--- src/rtl/core/crps_pkg.sv ---
package crps_pkg;

  localparam int unsigned CoordW     = 13;
  localparam int unsigned OffsetW    = 11;
  localparam int unsigned ColorW     = 32;
  localparam int unsigned PixelW     = 12;
  localparam int unsigned SizeW      = 8;
  localparam int unsigned PercentW   = 7;
  localparam int unsigned CanvasW    = 13;
  localparam int unsigned CfgIdxW    = 3;
  localparam int unsigned CfgDataW   = 13;

  localparam logic [SizeW-1:0]    NibSizeReset   = 8'd14;
  localparam logic [PercentW-1:0] AspectReset    = 7'd20;
  localparam logic [PercentW-1:0] StrengthReset  = 7'd100;
  localparam logic [CanvasW-1:0]  CanvasReset    = 13'd1024;
  localparam logic [CanvasW-1:0]  CanvasMax      = 13'd4096;
  localparam logic [PercentW-1:0] PercentMax     = 7'd100;

  localparam logic [15:0] LumWeightR = 16'd77;
  localparam logic [15:0] LumWeightG = 16'd150;
  localparam logic [15:0] LumWeightB = 16'd29;
  localparam logic [14:0] FullScale  = 15'd255;

  // floor(p / 100) for p below 43699 is (p * 5243) >> 19.
  localparam logic [27:0] Div100Mul   = 28'd5243;
  localparam int unsigned Div100Shift = 19;
  // floor(v / 25500) for v below 2**23 is (v * 5389763) >> 37.
  localparam logic [45:0] Div25500Mul   = 46'd5389763;
  localparam int unsigned Div25500Shift = 37;

  typedef enum logic [CfgIdxW-1:0] {
    CfgNibSize        = 3'd0,
    CfgAspectPercent  = 3'd1,
    CfgTextureMode    = 3'd2,
    CfgTextureStrength= 3'd3,
    CfgCanvasWidth    = 3'd4,
    CfgCanvasHeight   = 3'd5
  } cfg_idx_e;

  typedef enum logic [1:0] {
    TexOff      = 2'd0,
    TexLumAlpha = 2'd1,
    TexRgbMul   = 2'd2,
    TexNone     = 2'd3
  } tex_mode_e;

endpackage

--- src/rtl/core/crps_in_if.sv ---
interface crps_in_if;
  import crps_pkg::*;

  logic                       valid;
  logic                       ready;
  logic signed [CoordW-1:0]   center_x;
  logic signed [CoordW-1:0]   center_y;
  logic signed [OffsetW-1:0]  offset_x;
  logic signed [OffsetW-1:0]  offset_y;
  logic [ColorW-1:0]          brush_color;
  logic [ColorW-1:0]          texture_color;
  logic                       texture_present;
  logic                       eraser;

  modport source (
    output valid, center_x, center_y, offset_x, offset_y, brush_color, texture_color,
           texture_present, eraser,
    input  ready
  );

  modport sink (
    input  valid, center_x, center_y, offset_x, offset_y, brush_color, texture_color,
           texture_present, eraser,
    output ready
  );
endinterface

--- src/rtl/core/crps_out_if.sv ---
interface crps_out_if;
  import crps_pkg::*;

  logic               valid;
  logic               ready;
  logic               write_enable;
  logic [PixelW-1:0]  pixel_x;
  logic [PixelW-1:0]  pixel_y;
  logic [ColorW-1:0]  pixel_color;

  modport source (
    output valid, write_enable, pixel_x, pixel_y, pixel_color,
    input  ready
  );

  modport sink (
    input  valid, write_enable, pixel_x, pixel_y, pixel_color,
    output ready
  );
endinterface

--- src/rtl/core/chisel_ribbon_pixel_shader.sv ---
// Shades one candidate pixel of a 45-degree chisel brush stamp per clock: the pixel is clipped
// to the canvas, tested against the stamp square and the chisel ribbon, and given the brush
// color, zero for the eraser, or the color modulated by the texture sample. The datapath is a
// four-stage pipeline (geometry and texture products, clip and blend terms, alpha product,
// reciprocal divide into the output register), and a new pixel is taken every cycle while
// the output is drained. Each stage holds its item independently, so a stalled output still
// lets bubbles fill. Configuration writes are taken at any cycle but must only be issued while
// no pixel is in flight; the ribbon thickness derived from the nib size and aspect passes
// through thick_prod_q and then thick2_q after such a write.
module chisel_ribbon_pixel_shader (
  input  logic                          clk_i,
  input  logic                          rst_ni,
  input  logic                          cfg_we_i,
  input  logic [crps_pkg::CfgIdxW-1:0]  cfg_idx_i,
  input  logic [crps_pkg::CfgDataW-1:0] cfg_data_i,
  crps_in_if.sink                       px_in_i,
  crps_out_if.source                    px_out_o
);
  import crps_pkg::*;

  logic [SizeW-1:0]    nib_size_q;
  logic [PercentW-1:0] aspect_q;
  tex_mode_e           tex_mode_q;
  logic [PercentW-1:0] strength_q;
  logic [CanvasW-1:0]  canvas_w_q;
  logic [CanvasW-1:0]  canvas_h_q;

  always_ff @(posedge clk_i or negedge rst_ni) begin
    if (!rst_ni) begin
      nib_size_q <= NibSizeReset;
      aspect_q   <= AspectReset;
      tex_mode_q <= TexLumAlpha;
      strength_q <= StrengthReset;
      canvas_w_q <= CanvasReset;
      canvas_h_q <= CanvasReset;
    end else if (cfg_we_i) begin
      case (cfg_idx_e'(cfg_idx_i))
        CfgNibSize:         nib_size_q <= cfg_data_i[SizeW-1:0];
        CfgAspectPercent:   aspect_q   <= cfg_data_i[PercentW-1:0];
        CfgTextureMode:     tex_mode_q <= tex_mode_e'(cfg_data_i[1:0]);
        CfgTextureStrength: strength_q <= cfg_data_i[PercentW-1:0];
        CfgCanvasWidth:     canvas_w_q <= cfg_data_i[CanvasW-1:0];
        CfgCanvasHeight:    canvas_h_q <= cfg_data_i[CanvasW-1:0];
        default: begin
        end
      endcase
    end
  end

  logic [SizeW-1:0]    size_eff;
  logic [PercentW-1:0] aspect_eff;
  logic [PercentW-1:0] strength_eff;
  logic [CanvasW-1:0]  canvas_w_eff;
  logic [CanvasW-1:0]  canvas_h_eff;
  logic [9:0]          radius;

  assign size_eff     = (nib_size_q == '0) ? SizeW'(1) : nib_size_q;
  assign aspect_eff   = (aspect_q > PercentMax) ? PercentMax : aspect_q;
  assign strength_eff = (strength_q > PercentMax) ? PercentMax : strength_q;
  assign canvas_w_eff = (canvas_w_q > CanvasMax) ? CanvasMax : canvas_w_q;
  assign canvas_h_eff = (canvas_h_q > CanvasMax) ? CanvasMax : canvas_h_q;
  assign radius       = 10'({size_eff, 1'b0}) + 10'd2;

  // Ribbon half width, twice the thickness, kept in step with the settings.
  logic [14:0] thick_prod_q;
  logic [9:0]  thick2_q;
  logic [27:0] thick_quot;
  logic [8:0]  thick;

  assign thick_quot = (28'(thick_prod_q) * Div100Mul) >> Div100Shift;
  assign thick      = 9'(thick_quot) + 9'd1;

  always_ff @(posedge clk_i or negedge rst_ni) begin
    if (!rst_ni) begin
      thick_prod_q <= 15'(NibSizeReset) * 15'(AspectReset);
      thick2_q     <= 10'd6;
    end else begin
      thick_prod_q <= 15'(size_eff) * 15'(aspect_eff);
      thick2_q     <= {thick, 1'b0};
    end
  end

  logic s1_v_q, s2_v_q, s3_v_q, out_v_q;
  logic s1_en, s2_en, s3_en, out_en;

  assign out_en        = !out_v_q || px_out_o.ready;
  assign s3_en         = !s3_v_q || out_en;
  assign s2_en         = !s2_v_q || s3_en;
  assign s1_en         = !s1_v_q || s2_en;
  assign px_in_i.ready = s1_en;

  // Stage 1: positions, offset magnitudes, luminance and channel products.
  logic signed [13:0] px_d, py_d;
  logic signed [11:0] sum_d, diff_d;
  logic [10:0]        adx_d, ady_d;
  logic [11:0]        asum_d, adiff_d;
  logic [15:0]        lum_sum;
  logic [7:0]         tex_r, tex_g, tex_b;

  assign tex_r  = px_in_i.texture_color[7:0];
  assign tex_g  = px_in_i.texture_color[15:8];
  assign tex_b  = px_in_i.texture_color[23:16];
  assign px_d   = 14'(px_in_i.center_x) + 14'(px_in_i.offset_x);
  assign py_d   = 14'(px_in_i.center_y) + 14'(px_in_i.offset_y);
  assign sum_d  = 12'(px_in_i.offset_x) + 12'(px_in_i.offset_y);
  assign diff_d = 12'(px_in_i.offset_y) - 12'(px_in_i.offset_x);
  assign adx_d  = px_in_i.offset_x[10] ? 11'(-px_in_i.offset_x) : 11'(px_in_i.offset_x);
  assign ady_d  = px_in_i.offset_y[10] ? 11'(-px_in_i.offset_y) : 11'(px_in_i.offset_y);
  assign asum_d  = sum_d[11] ? 12'(-sum_d) : 12'(sum_d);
  assign adiff_d = diff_d[11] ? 12'(-diff_d) : 12'(diff_d);
  assign lum_sum = 16'(tex_r) * LumWeightR + 16'(tex_g) * LumWeightG + 16'(tex_b) * LumWeightB;

  logic signed [13:0] s1_px_q, s1_py_q;
  logic [10:0]        s1_adx_q, s1_ady_q;
  logic [11:0]        s1_asum_q, s1_adiff_q;
  logic [ColorW-1:0]  s1_color_q;
  logic [7:0]         s1_lum_q;
  logic [15:0]        s1_pr_q, s1_pg_q, s1_pb_q;
  logic               s1_present_q, s1_erase_q;

  always_ff @(posedge clk_i or negedge rst_ni) begin
    if (!rst_ni) begin
      s1_v_q <= 1'b0;
    end else if (s1_en) begin
      s1_v_q <= px_in_i.valid;
    end
  end

  always_ff @(posedge clk_i) begin
    if (s1_en && px_in_i.valid) begin
      s1_px_q      <= px_d;
      s1_py_q      <= py_d;
      s1_adx_q     <= adx_d;
      s1_ady_q     <= ady_d;
      s1_asum_q    <= asum_d;
      s1_adiff_q   <= adiff_d;
      s1_color_q   <= px_in_i.brush_color;
      s1_lum_q     <= lum_sum[15:8];
      s1_pr_q      <= 16'(px_in_i.brush_color[7:0]) * 16'(tex_r);
      s1_pg_q      <= 16'(px_in_i.brush_color[15:8]) * 16'(tex_g);
      s1_pb_q      <= 16'(px_in_i.brush_color[23:16]) * 16'(tex_b);
      s1_present_q <= px_in_i.texture_present;
      s1_erase_q   <= px_in_i.eraser;
    end
  end

  // Stage 2: canvas clip, stamp square, alpha blend term, channel divide by 255.
  logic        clip_ok, square_ok;
  logic [14:0] blend_d;
  logic [16:0] qr_sum, qg_sum, qb_sum;

  assign clip_ok = !s1_px_q[13] && (s1_px_q[12:0] < canvas_w_eff) &&
                   !s1_py_q[13] && (s1_py_q[12:0] < canvas_h_eff);
  assign square_ok = (s1_adx_q <= 11'(radius)) && (s1_ady_q <= 11'(radius)) &&
                     (s1_asum_q <= 12'(radius));
  assign blend_d = 15'(s1_lum_q) * 15'(strength_eff) +
                   FullScale * 15'(PercentMax - strength_eff);
  assign qr_sum = 17'(s1_pr_q) + 17'(s1_pr_q[15:8]) + 17'd1;
  assign qg_sum = 17'(s1_pg_q) + 17'(s1_pg_q[15:8]) + 17'd1;
  assign qb_sum = 17'(s1_pb_q) + 17'(s1_pb_q[15:8]) + 17'd1;

  logic              s2_we_q;
  logic [11:0]       s2_adiff_q;
  logic [PixelW-1:0] s2_x_q, s2_y_q;
  logic [ColorW-1:0] s2_color_q;
  logic [14:0]       s2_blend_q;
  logic [7:0]        s2_qr_q, s2_qg_q, s2_qb_q;
  logic              s2_present_q, s2_erase_q;

  always_ff @(posedge clk_i or negedge rst_ni) begin
    if (!rst_ni) begin
      s2_v_q <= 1'b0;
    end else if (s2_en) begin
      s2_v_q <= s1_v_q;
    end
  end

  always_ff @(posedge clk_i) begin
    if (s2_en && s1_v_q) begin
      s2_we_q      <= clip_ok && square_ok;
      s2_adiff_q   <= s1_adiff_q;
      s2_x_q       <= s1_px_q[PixelW-1:0];
      s2_y_q       <= s1_py_q[PixelW-1:0];
      s2_color_q   <= s1_color_q;
      s2_blend_q   <= blend_d;
      s2_qr_q      <= qr_sum[15:8];
      s2_qg_q      <= qg_sum[15:8];
      s2_qb_q      <= qb_sum[15:8];
      s2_present_q <= s1_present_q;
      s2_erase_q   <= s1_erase_q;
    end
  end

  // Stage 3: ribbon thickness test and alpha product.
  logic              s3_we_q;
  logic [PixelW-1:0] s3_x_q, s3_y_q;
  logic [ColorW-1:0] s3_color_q;
  logic [22:0]       s3_aprod_q;
  logic [7:0]        s3_qr_q, s3_qg_q, s3_qb_q;
  logic              s3_present_q, s3_erase_q;

  always_ff @(posedge clk_i or negedge rst_ni) begin
    if (!rst_ni) begin
      s3_v_q <= 1'b0;
    end else if (s3_en) begin
      s3_v_q <= s2_v_q;
    end
  end

  always_ff @(posedge clk_i) begin
    if (s3_en && s2_v_q) begin
      s3_we_q      <= s2_we_q && (s2_adiff_q <= 12'(thick2_q));
      s3_x_q       <= s2_x_q;
      s3_y_q       <= s2_y_q;
      s3_color_q   <= s2_color_q;
      s3_aprod_q   <= 23'(s2_color_q[31:24]) * 23'(s2_blend_q);
      s3_qr_q      <= s2_qr_q;
      s3_qg_q      <= s2_qg_q;
      s3_qb_q      <= s2_qb_q;
      s3_present_q <= s2_present_q;
      s3_erase_q   <= s2_erase_q;
    end
  end

  // Stage 4: alpha divide by 25500 and color selection into the output register.
  logic [45:0]       alpha_quot;
  logic [ColorW-1:0] shaded;
  logic              tex_bypass;

  assign alpha_quot = (46'(s3_aprod_q) * Div25500Mul) >> Div25500Shift;
  assign tex_bypass = !s3_present_q || (strength_eff == '0);

  always_comb begin
    shaded = s3_color_q;
    if (!tex_bypass) begin
      case (tex_mode_q)
        TexLumAlpha: shaded = {alpha_quot[7:0], s3_color_q[23:0]};
        TexRgbMul:   shaded = {s3_color_q[31:24], s3_qb_q, s3_qg_q, s3_qr_q};
        default:     shaded = s3_color_q;
      endcase
    end
  end

  logic              out_we_q;
  logic [PixelW-1:0] out_x_q, out_y_q;
  logic [ColorW-1:0] out_color_q;

  always_ff @(posedge clk_i or negedge rst_ni) begin
    if (!rst_ni) begin
      out_v_q <= 1'b0;
    end else if (out_en) begin
      out_v_q <= s3_v_q;
    end
  end

  always_ff @(posedge clk_i) begin
    if (out_en && s3_v_q) begin
      out_we_q    <= s3_we_q;
      out_x_q     <= s3_we_q ? s3_x_q : '0;
      out_y_q     <= s3_we_q ? s3_y_q : '0;
      out_color_q <= (s3_we_q && !s3_erase_q) ? shaded : '0;
    end
  end

  assign px_out_o.valid        = out_v_q;
  assign px_out_o.write_enable = out_we_q;
  assign px_out_o.pixel_x      = out_x_q;
  assign px_out_o.pixel_y      = out_y_q;
  assign px_out_o.pixel_color  = out_color_q;

endmodule
--- src/flat_wrapper.sv ---
// flat-port wrapper written by rule: the top's interface ports become plain ports
module chisel_ribbon_pixel_shader_flat import crps_pkg::*;
  (clk_i, rst_ni, cfg_we_i, cfg_idx_i, cfg_data_i, px_in_i_valid, px_in_i_center_x, px_in_i_center_y, px_in_i_offset_x, px_in_i_offset_y, px_in_i_brush_color, px_in_i_texture_color, px_in_i_texture_present, px_in_i_eraser, px_in_i_ready, px_out_o_valid, px_out_o_write_enable, px_out_o_pixel_x, px_out_o_pixel_y, px_out_o_pixel_color, px_out_o_ready);
  crps_in_if px_in_i_i ();
  crps_out_if px_out_o_i ();
  input  logic clk_i;
  input  logic rst_ni;
  input  logic cfg_we_i;
  input  logic [crps_pkg::CfgIdxW-1:0] cfg_idx_i;
  input  logic [crps_pkg::CfgDataW-1:0] cfg_data_i;
  input wire logic [$bits(px_in_i_i.valid)-1:0] px_in_i_valid;
  input wire logic [$bits(px_in_i_i.center_x)-1:0] px_in_i_center_x;
  input wire logic [$bits(px_in_i_i.center_y)-1:0] px_in_i_center_y;
  input wire logic [$bits(px_in_i_i.offset_x)-1:0] px_in_i_offset_x;
  input wire logic [$bits(px_in_i_i.offset_y)-1:0] px_in_i_offset_y;
  input wire logic [$bits(px_in_i_i.brush_color)-1:0] px_in_i_brush_color;
  input wire logic [$bits(px_in_i_i.texture_color)-1:0] px_in_i_texture_color;
  input wire logic [$bits(px_in_i_i.texture_present)-1:0] px_in_i_texture_present;
  input wire logic [$bits(px_in_i_i.eraser)-1:0] px_in_i_eraser;
  output wire logic [$bits(px_in_i_i.ready)-1:0] px_in_i_ready;
  output wire logic [$bits(px_out_o_i.valid)-1:0] px_out_o_valid;
  output wire logic [$bits(px_out_o_i.write_enable)-1:0] px_out_o_write_enable;
  output wire logic [$bits(px_out_o_i.pixel_x)-1:0] px_out_o_pixel_x;
  output wire logic [$bits(px_out_o_i.pixel_y)-1:0] px_out_o_pixel_y;
  output wire logic [$bits(px_out_o_i.pixel_color)-1:0] px_out_o_pixel_color;
  input wire logic [$bits(px_out_o_i.ready)-1:0] px_out_o_ready;
  assign px_in_i_i.valid = px_in_i_valid;
  assign px_in_i_i.center_x = px_in_i_center_x;
  assign px_in_i_i.center_y = px_in_i_center_y;
  assign px_in_i_i.offset_x = px_in_i_offset_x;
  assign px_in_i_i.offset_y = px_in_i_offset_y;
  assign px_in_i_i.brush_color = px_in_i_brush_color;
  assign px_in_i_i.texture_color = px_in_i_texture_color;
  assign px_in_i_i.texture_present = px_in_i_texture_present;
  assign px_in_i_i.eraser = px_in_i_eraser;
  assign px_in_i_ready = px_in_i_i.ready;
  assign px_out_o_valid = px_out_o_i.valid;
  assign px_out_o_write_enable = px_out_o_i.write_enable;
  assign px_out_o_pixel_x = px_out_o_i.pixel_x;
  assign px_out_o_pixel_y = px_out_o_i.pixel_y;
  assign px_out_o_pixel_color = px_out_o_i.pixel_color;
  assign px_out_o_i.ready = px_out_o_ready;
  chisel_ribbon_pixel_shader u_core (.clk_i(clk_i), .rst_ni(rst_ni), .cfg_we_i(cfg_we_i), .cfg_idx_i(cfg_idx_i), .cfg_data_i(cfg_data_i), .px_in_i(px_in_i_i), .px_out_o(px_out_o_i));
endmodule
--- config.mk ---
export PLATFORM = sky130hd
export DESIGN_NAME = chisel_ribbon_pixel_shader_flat
export DESIGN_NICKNAME = d
export VERILOG_FILES = /design/src/rtl/core/crps_pkg.sv /design/src/rtl/core/crps_in_if.sv /design/src/rtl/core/crps_out_if.sv /design/src/rtl/core/chisel_ribbon_pixel_shader.sv /design/src/flat_wrapper.sv
export SDC_FILE = /design/constraint.sdc
export NUM_CORES = 2
export LEC_CHECK = 0
export ABC_CLOCK_PERIOD_IN_PS = 11650
export BUFFER_PORTS_ARGS = -buffer_cell sky130_fd_sc_hd__buf_2
export CAP_MARGIN = 10
export CORE_MARGIN = 5
export CORE_UTILIZATION = 65
export DETAILED_ROUTE_END_ITERATION = 12
export PLACE_DENSITY_LB_ADDON = 0.05
export SLEW_MARGIN = 20
export SYNTH_ARGS = -nofsm -noshare
export SYNTH_HDL_FRONTEND = slang
export SYNTH_SLANG_ARGS = --single-unit
--- constraint.sdc ---
create_clock -name clk_i -period 11.65 [get_ports clk_i]
set_input_delay 0.5825 -clock clk_i [delete_from_list [all_inputs] [get_ports clk_i]]
set_output_delay 0.5825 -clock clk_i [all_outputs]
set_load 0.05 [all_outputs]
==> results.py <==
metrics = {
    "clock_tree": {
        "clock_insertion_delay_at_the_later_pin_of_the_skew_report_ns": 0.61,
        "cts_post_setup_buffers_inserted": 0,
        "ctsRootBufferMaster": "clkbuf_16",
        "post_cts.resized_instances": 0,
        "clk_path_buf_depth": 3,
        "cts.clk_slew.worst_paths_ns": 0.06,
        "tritoncts.num_buffers": 51,
        "htreeDepth": 2,
        "cts_tree": "yes",
        "numClockSinks": 514,
        "ctsHoldBuffers": 1,
    },
    "drt": {
        "detail_route.iter0.violations": 1526,
        "viasPerCell": 5.42,
        "route.vias.total": 32469,
        "detailedRoute.firstPassIterationCount": 6,
        "drt_wl_total_mm": 105,
        "wl_per_cell_um": 17.5,
        "drt_drc_violations_left": 0,
        "antenna_violating_nets_post_route": 0,
    },
    "final_layout": {
        "area.sequential_mm2": 0.0151,
        "total_of_fill_cells_in_the_finished_design": 5951,
        "layout-drive-gt1-share": 0.0734,
        "multi_input_area_mm2": 0.0327,
        "finish.net_count": 6440,
        "area_growth_pct": 7.25,
    },
    "logic_synthesis": {
        "largest_cells_by_area_after_synthesis": "edfxtp_1 (25%), fa_1 (24%), ha_1 (19%)",
        "ys_seq_area_frac": 0.291,
        "synth_top_cell_area_share": 0.253,
        "post_synth_and_or_nand_nor_area_fraction": 0.0926,
        "syn-instance-count": 4697,
        "muxShareOfSynthArea": 0.0109,
        "synth-adder-area-share": 0.429,
        "yosysWarningCount": 0,
        "netlist_area_mm2": 0.0517,
        "synth_xor_area_frac": 0.0369,
        "most_frequently_used_flop_master_after_synthesis": "edfxtp_1",
        "synthArstFlopShare": 0.152,
        "yosys.cell_types.count": 78,
        "synth-edff-count": 436,
        "synthesis.area_per_instance_um2": 11.0,
        "combinational_family_with_the_most_area_after_synthesis": "adder cells",
        "synth_compound_area_frac": 0.0618,
        "netlist.top_cell.by_area": "edfxtp_1",
        "yosys_register_bits": 514,
    },
    "critical_path": {
        "worstPathArrival_ns": 8.17,
        "crit_type": "reg -> reg",
        "critical_path.startpoint_type": "flip-flop",
        "critPathMaxFanout": 12,
        "timing.critical_path.required_ns": 11.99,
        "worstSetupEndpointType": "flip-flop",
    },
    "global_routing": {
        "grt_first_pass_wirelength_mm": 175,
        "grt_overflow_total": 0,
        "grt_antenna_before_repair": 9,
        "grt_start_max_net_pins": 67,
        "number_of_global_route_vias_before_repair": 34323,
        "globalRouteTotalUtil": 0.252,
    },
    "sta": {
        "finalClockSkew_ns": 0.0444,
        "final_report_hold_violation_count": 0,
        "timing_worst_slew_pin_value_ns": 1.04,
        "minimum_period_implied_by_the_final_worst_setup_slack_ns": 7.83,
        "final-max-slew-violation-count": 0,
        "clock.fmax_mhz": 128,
        "rsz0062_at_grt": "no",
        "timing.final.crit_share": 0.672,
        "tns_ns": 0,
        "slew-limit-headroom": 0.307,
        "setup_viol": 0,
    },
    "floorplan": {
        "core_area_mm2": 0.0789,
        "die-height_um": 292,
        "die_x_um": 292,
        "floorplan.die_area_mm2": 0.0853,
        "start_util": 0.656,
        "num_io_pins": 194,
        "num_rows": 103,
    },
    "place": {
        "io_buffer_count": 185,
        "place.detailed.hpwl_mm": 86.2,
        "place_congestion": 0.884,
    },
    "run_status": {
        "outcome": "complete, no violations",
    },
    "worst_hold_path": {
        "hp-class": "in -> reg",
    },
    "flow_run": {
        "max_cap_violations": 0,
    },
}
==> path summary, 6_finish.rpt <==
kind / start / to / slack, ns / depth (start not counted)
max: u_core.strength_q[3]$_DFFE_PN0P_ / u_core.s2_blend_q[14]$_DFFE_PP_ / 3.82 / 25
min: px_in_i_brush_color[27] / u_core.s1_color_q[27]$_DFFE_PP_ / 0.15 / 1
min reg2reg: u_core.s2_qg_q[7]$_DFFE_PP_ / u_core.s3_qg_q[7]$_DFFE_PP_ / 0.41 / 0
max reg2reg: u_core.strength_q[3]$_DFFE_PN0P_ / u_core.s2_blend_q[14]$_DFFE_PP_ / 3.82 / 25
max in group asynchronous: rst_ni / u_core.nib_size_q[3]$_DFFE_PN1P_ / 10.15 / 3
min in group asynchronous: rst_ni / u_core.thick2_q[8]$_DFF_PN0_ / 0.48 / 2
==> through the flow <==
step           cells  utilization  area (um2)  hold WS (ns)  setup slack [ns]
2_1_floorplan   4703            -       51700         0.287              4.54
3_3_place_gp    5894        0.683       53900         0.400              4.00
3_5_place_dp    5894        0.683       53900         0.405              3.91
4_1_cts         5982        0.703       55400         0.109              3.86
5_1_grt         5982        0.703       55400         0.115              3.41
6_report        5987        0.703       55400         0.149              3.82
==> routing by layer <==
layer / vias up / wire, um / track usage
met5: - / 61 / 0
met4: 8 / 2700 / 0.0608
met3: 175 / 4350 / 0.0287
met2: 593 / 52600 / 0.445
met1: 16056 / 45300 / 0.337
li1: 15637 / - / -
==> registers in the layout, summed over array words and instances (netlist names), 13 cells and up <==
| name | count |
|---|---|
| u_core.s2_blend_q | 15 |
| u_core.s1_color_q | 32 |
| u_core.s1_py_q | 14 |
| u_core.s2_color_q | 32 |
| u_core.s1_px_q | 14 |
| u_core.thick_prod_q | 15 |
| u_core.s3_aprod_q | 23 |
| u_core.canvas_h_q | 13 |
| u_core.s1_pb_q | 16 |
| u_core.s1_pg_q | 16 |
| u_core.s3_color_q | 32 |
| u_core.s1_pr_q | 16 |
| u_core.canvas_w_q | 13 |
| u_core.px_out_o.pixel_color | 32 |
==> kinds of logic after synthesis <==
group / Yosys count
muxes: 50
other: 2
and+or+nand+nor: 948
buffers and inverters: 1063
xor gates and xnor gates: 218
DFF: 514
adders and majority gates: 1407
AOI/OAI and AO/OA: 495
==> layout make-up <==
class                           count  area share
Clock inverter                     26     0.00445
Antenna cell                        5    0.000226
Timing Repair Buffer              198      0.0185
Clock buffer                       61      0.0237
Sequential cell                   514       0.272
Inverter                         1007      0.0682
Multi-Input combinational cell   3126       0.590
Tap cell                         1050      0.0237
==> worst max-delay path: stages, from the launching register on <==
cell and delay [ns]:
dfrtp_1 0.46, nor3_1 0.41, o21a_1 0.51, inv_1 0.17
ha_1 0.30, or3b_2 0.50, a21oi_1 0.38, inv_1 0.23
fa_1 0.49, fa_1 0.51, inv_1 0.06, fa_1 0.56
fa_1 0.43, fa_1 0.49, inv_1 0.05, fa_1 0.47
inv_1 0.04, ha_1 0.30, a21oi_1 0.21, nor2b_1 0.08
o21a_1 0.18, o21ai_0 0.15, nand2b_1 0.07, a21oi_1 0.22
o21ai_1 0.13, xnor2_1 0.14
==> cells in the mapped netlist (3+ instances only) <==
| library cell | count |
|---|---|
| o21a_1 | 49 |
| dfstp_2 | 16 |
| dfrtp_1 | 62 |
| a21oi_2 | 3 |
| nor2b_1 | 44 |
| or2_2 | 10 |
| o31a_1 | 3 |
| or4_1 | 5 |
| nand4_1 | 21 |
| a21oi_1 | 131 |
| nor2_1 | 132 |
| nand2b_1 | 48 |
| o31ai_1 | 6 |
| fa_1 | 610 |
| a31oi_1 | 11 |
| xor2_1 | 53 |
| nand2_1 | 326 |
| o21ai_1 | 9 |
| or3_1 | 7 |
| inv_1 | 1007 |
| nor3_1 | 19 |
| nor4b_1 | 5 |
| nand3_1 | 35 |
| a21o_1 | 59 |
| a22oi_1 | 25 |
| nor3b_1 | 4 |
| xnor2_1 | 165 |
| clkbuf_1 | 53 |
| ha_1 | 797 |
| a21boi_0 | 20 |
| nor4_1 | 17 |
| and2_1 | 236 |
| nand4b_1 | 7 |
| mux2_2 | 49 |
| and3_1 | 23 |
| o21ai_0 | 120 |
| o211ai_1 | 5 |
| edfxtp_1 | 436 |
| a211oi_1 | 7 |
| o21bai_1 | 16 |
==> placed cells by master (no fill, tap or decap), drive strengths merged, types with 7 or more instances in the layout <==
| cell | n |
|---|---|
| nor2b | 44 |
| a21oi | 135 |
| or3 | 7 |
| nor4 | 17 |
| fa | 610 |
| and2 | 236 |
| nor2 | 132 |
| nand2b | 48 |
| edfxtp | 436 |
| dfstp | 16 |
| clkbuf | 61 |
| or2 | 10 |
| xnor2 | 165 |
| conb | 8 |
| nand4b | 7 |
| clkinv | 23 |
| a21boi | 21 |
| o21ai | 130 |
| nand2 | 327 |
| a21o | 59 |
| o21bai | 16 |
| a31oi | 13 |
| buf | 197 |
| nand3 | 35 |
| a22oi | 25 |
| o21a | 49 |
| mux2 | 49 |
| ha | 797 |
| and3 | 23 |
| xor2 | 53 |
| nand4 | 21 |
| nor3 | 19 |
| a211oi | 7 |
| inv | 1007 |
| dfrtp | 62 |
Power is not shown: default switching activity piles up to over one toggle a cycle in this logic, so the estimate is an artifact.
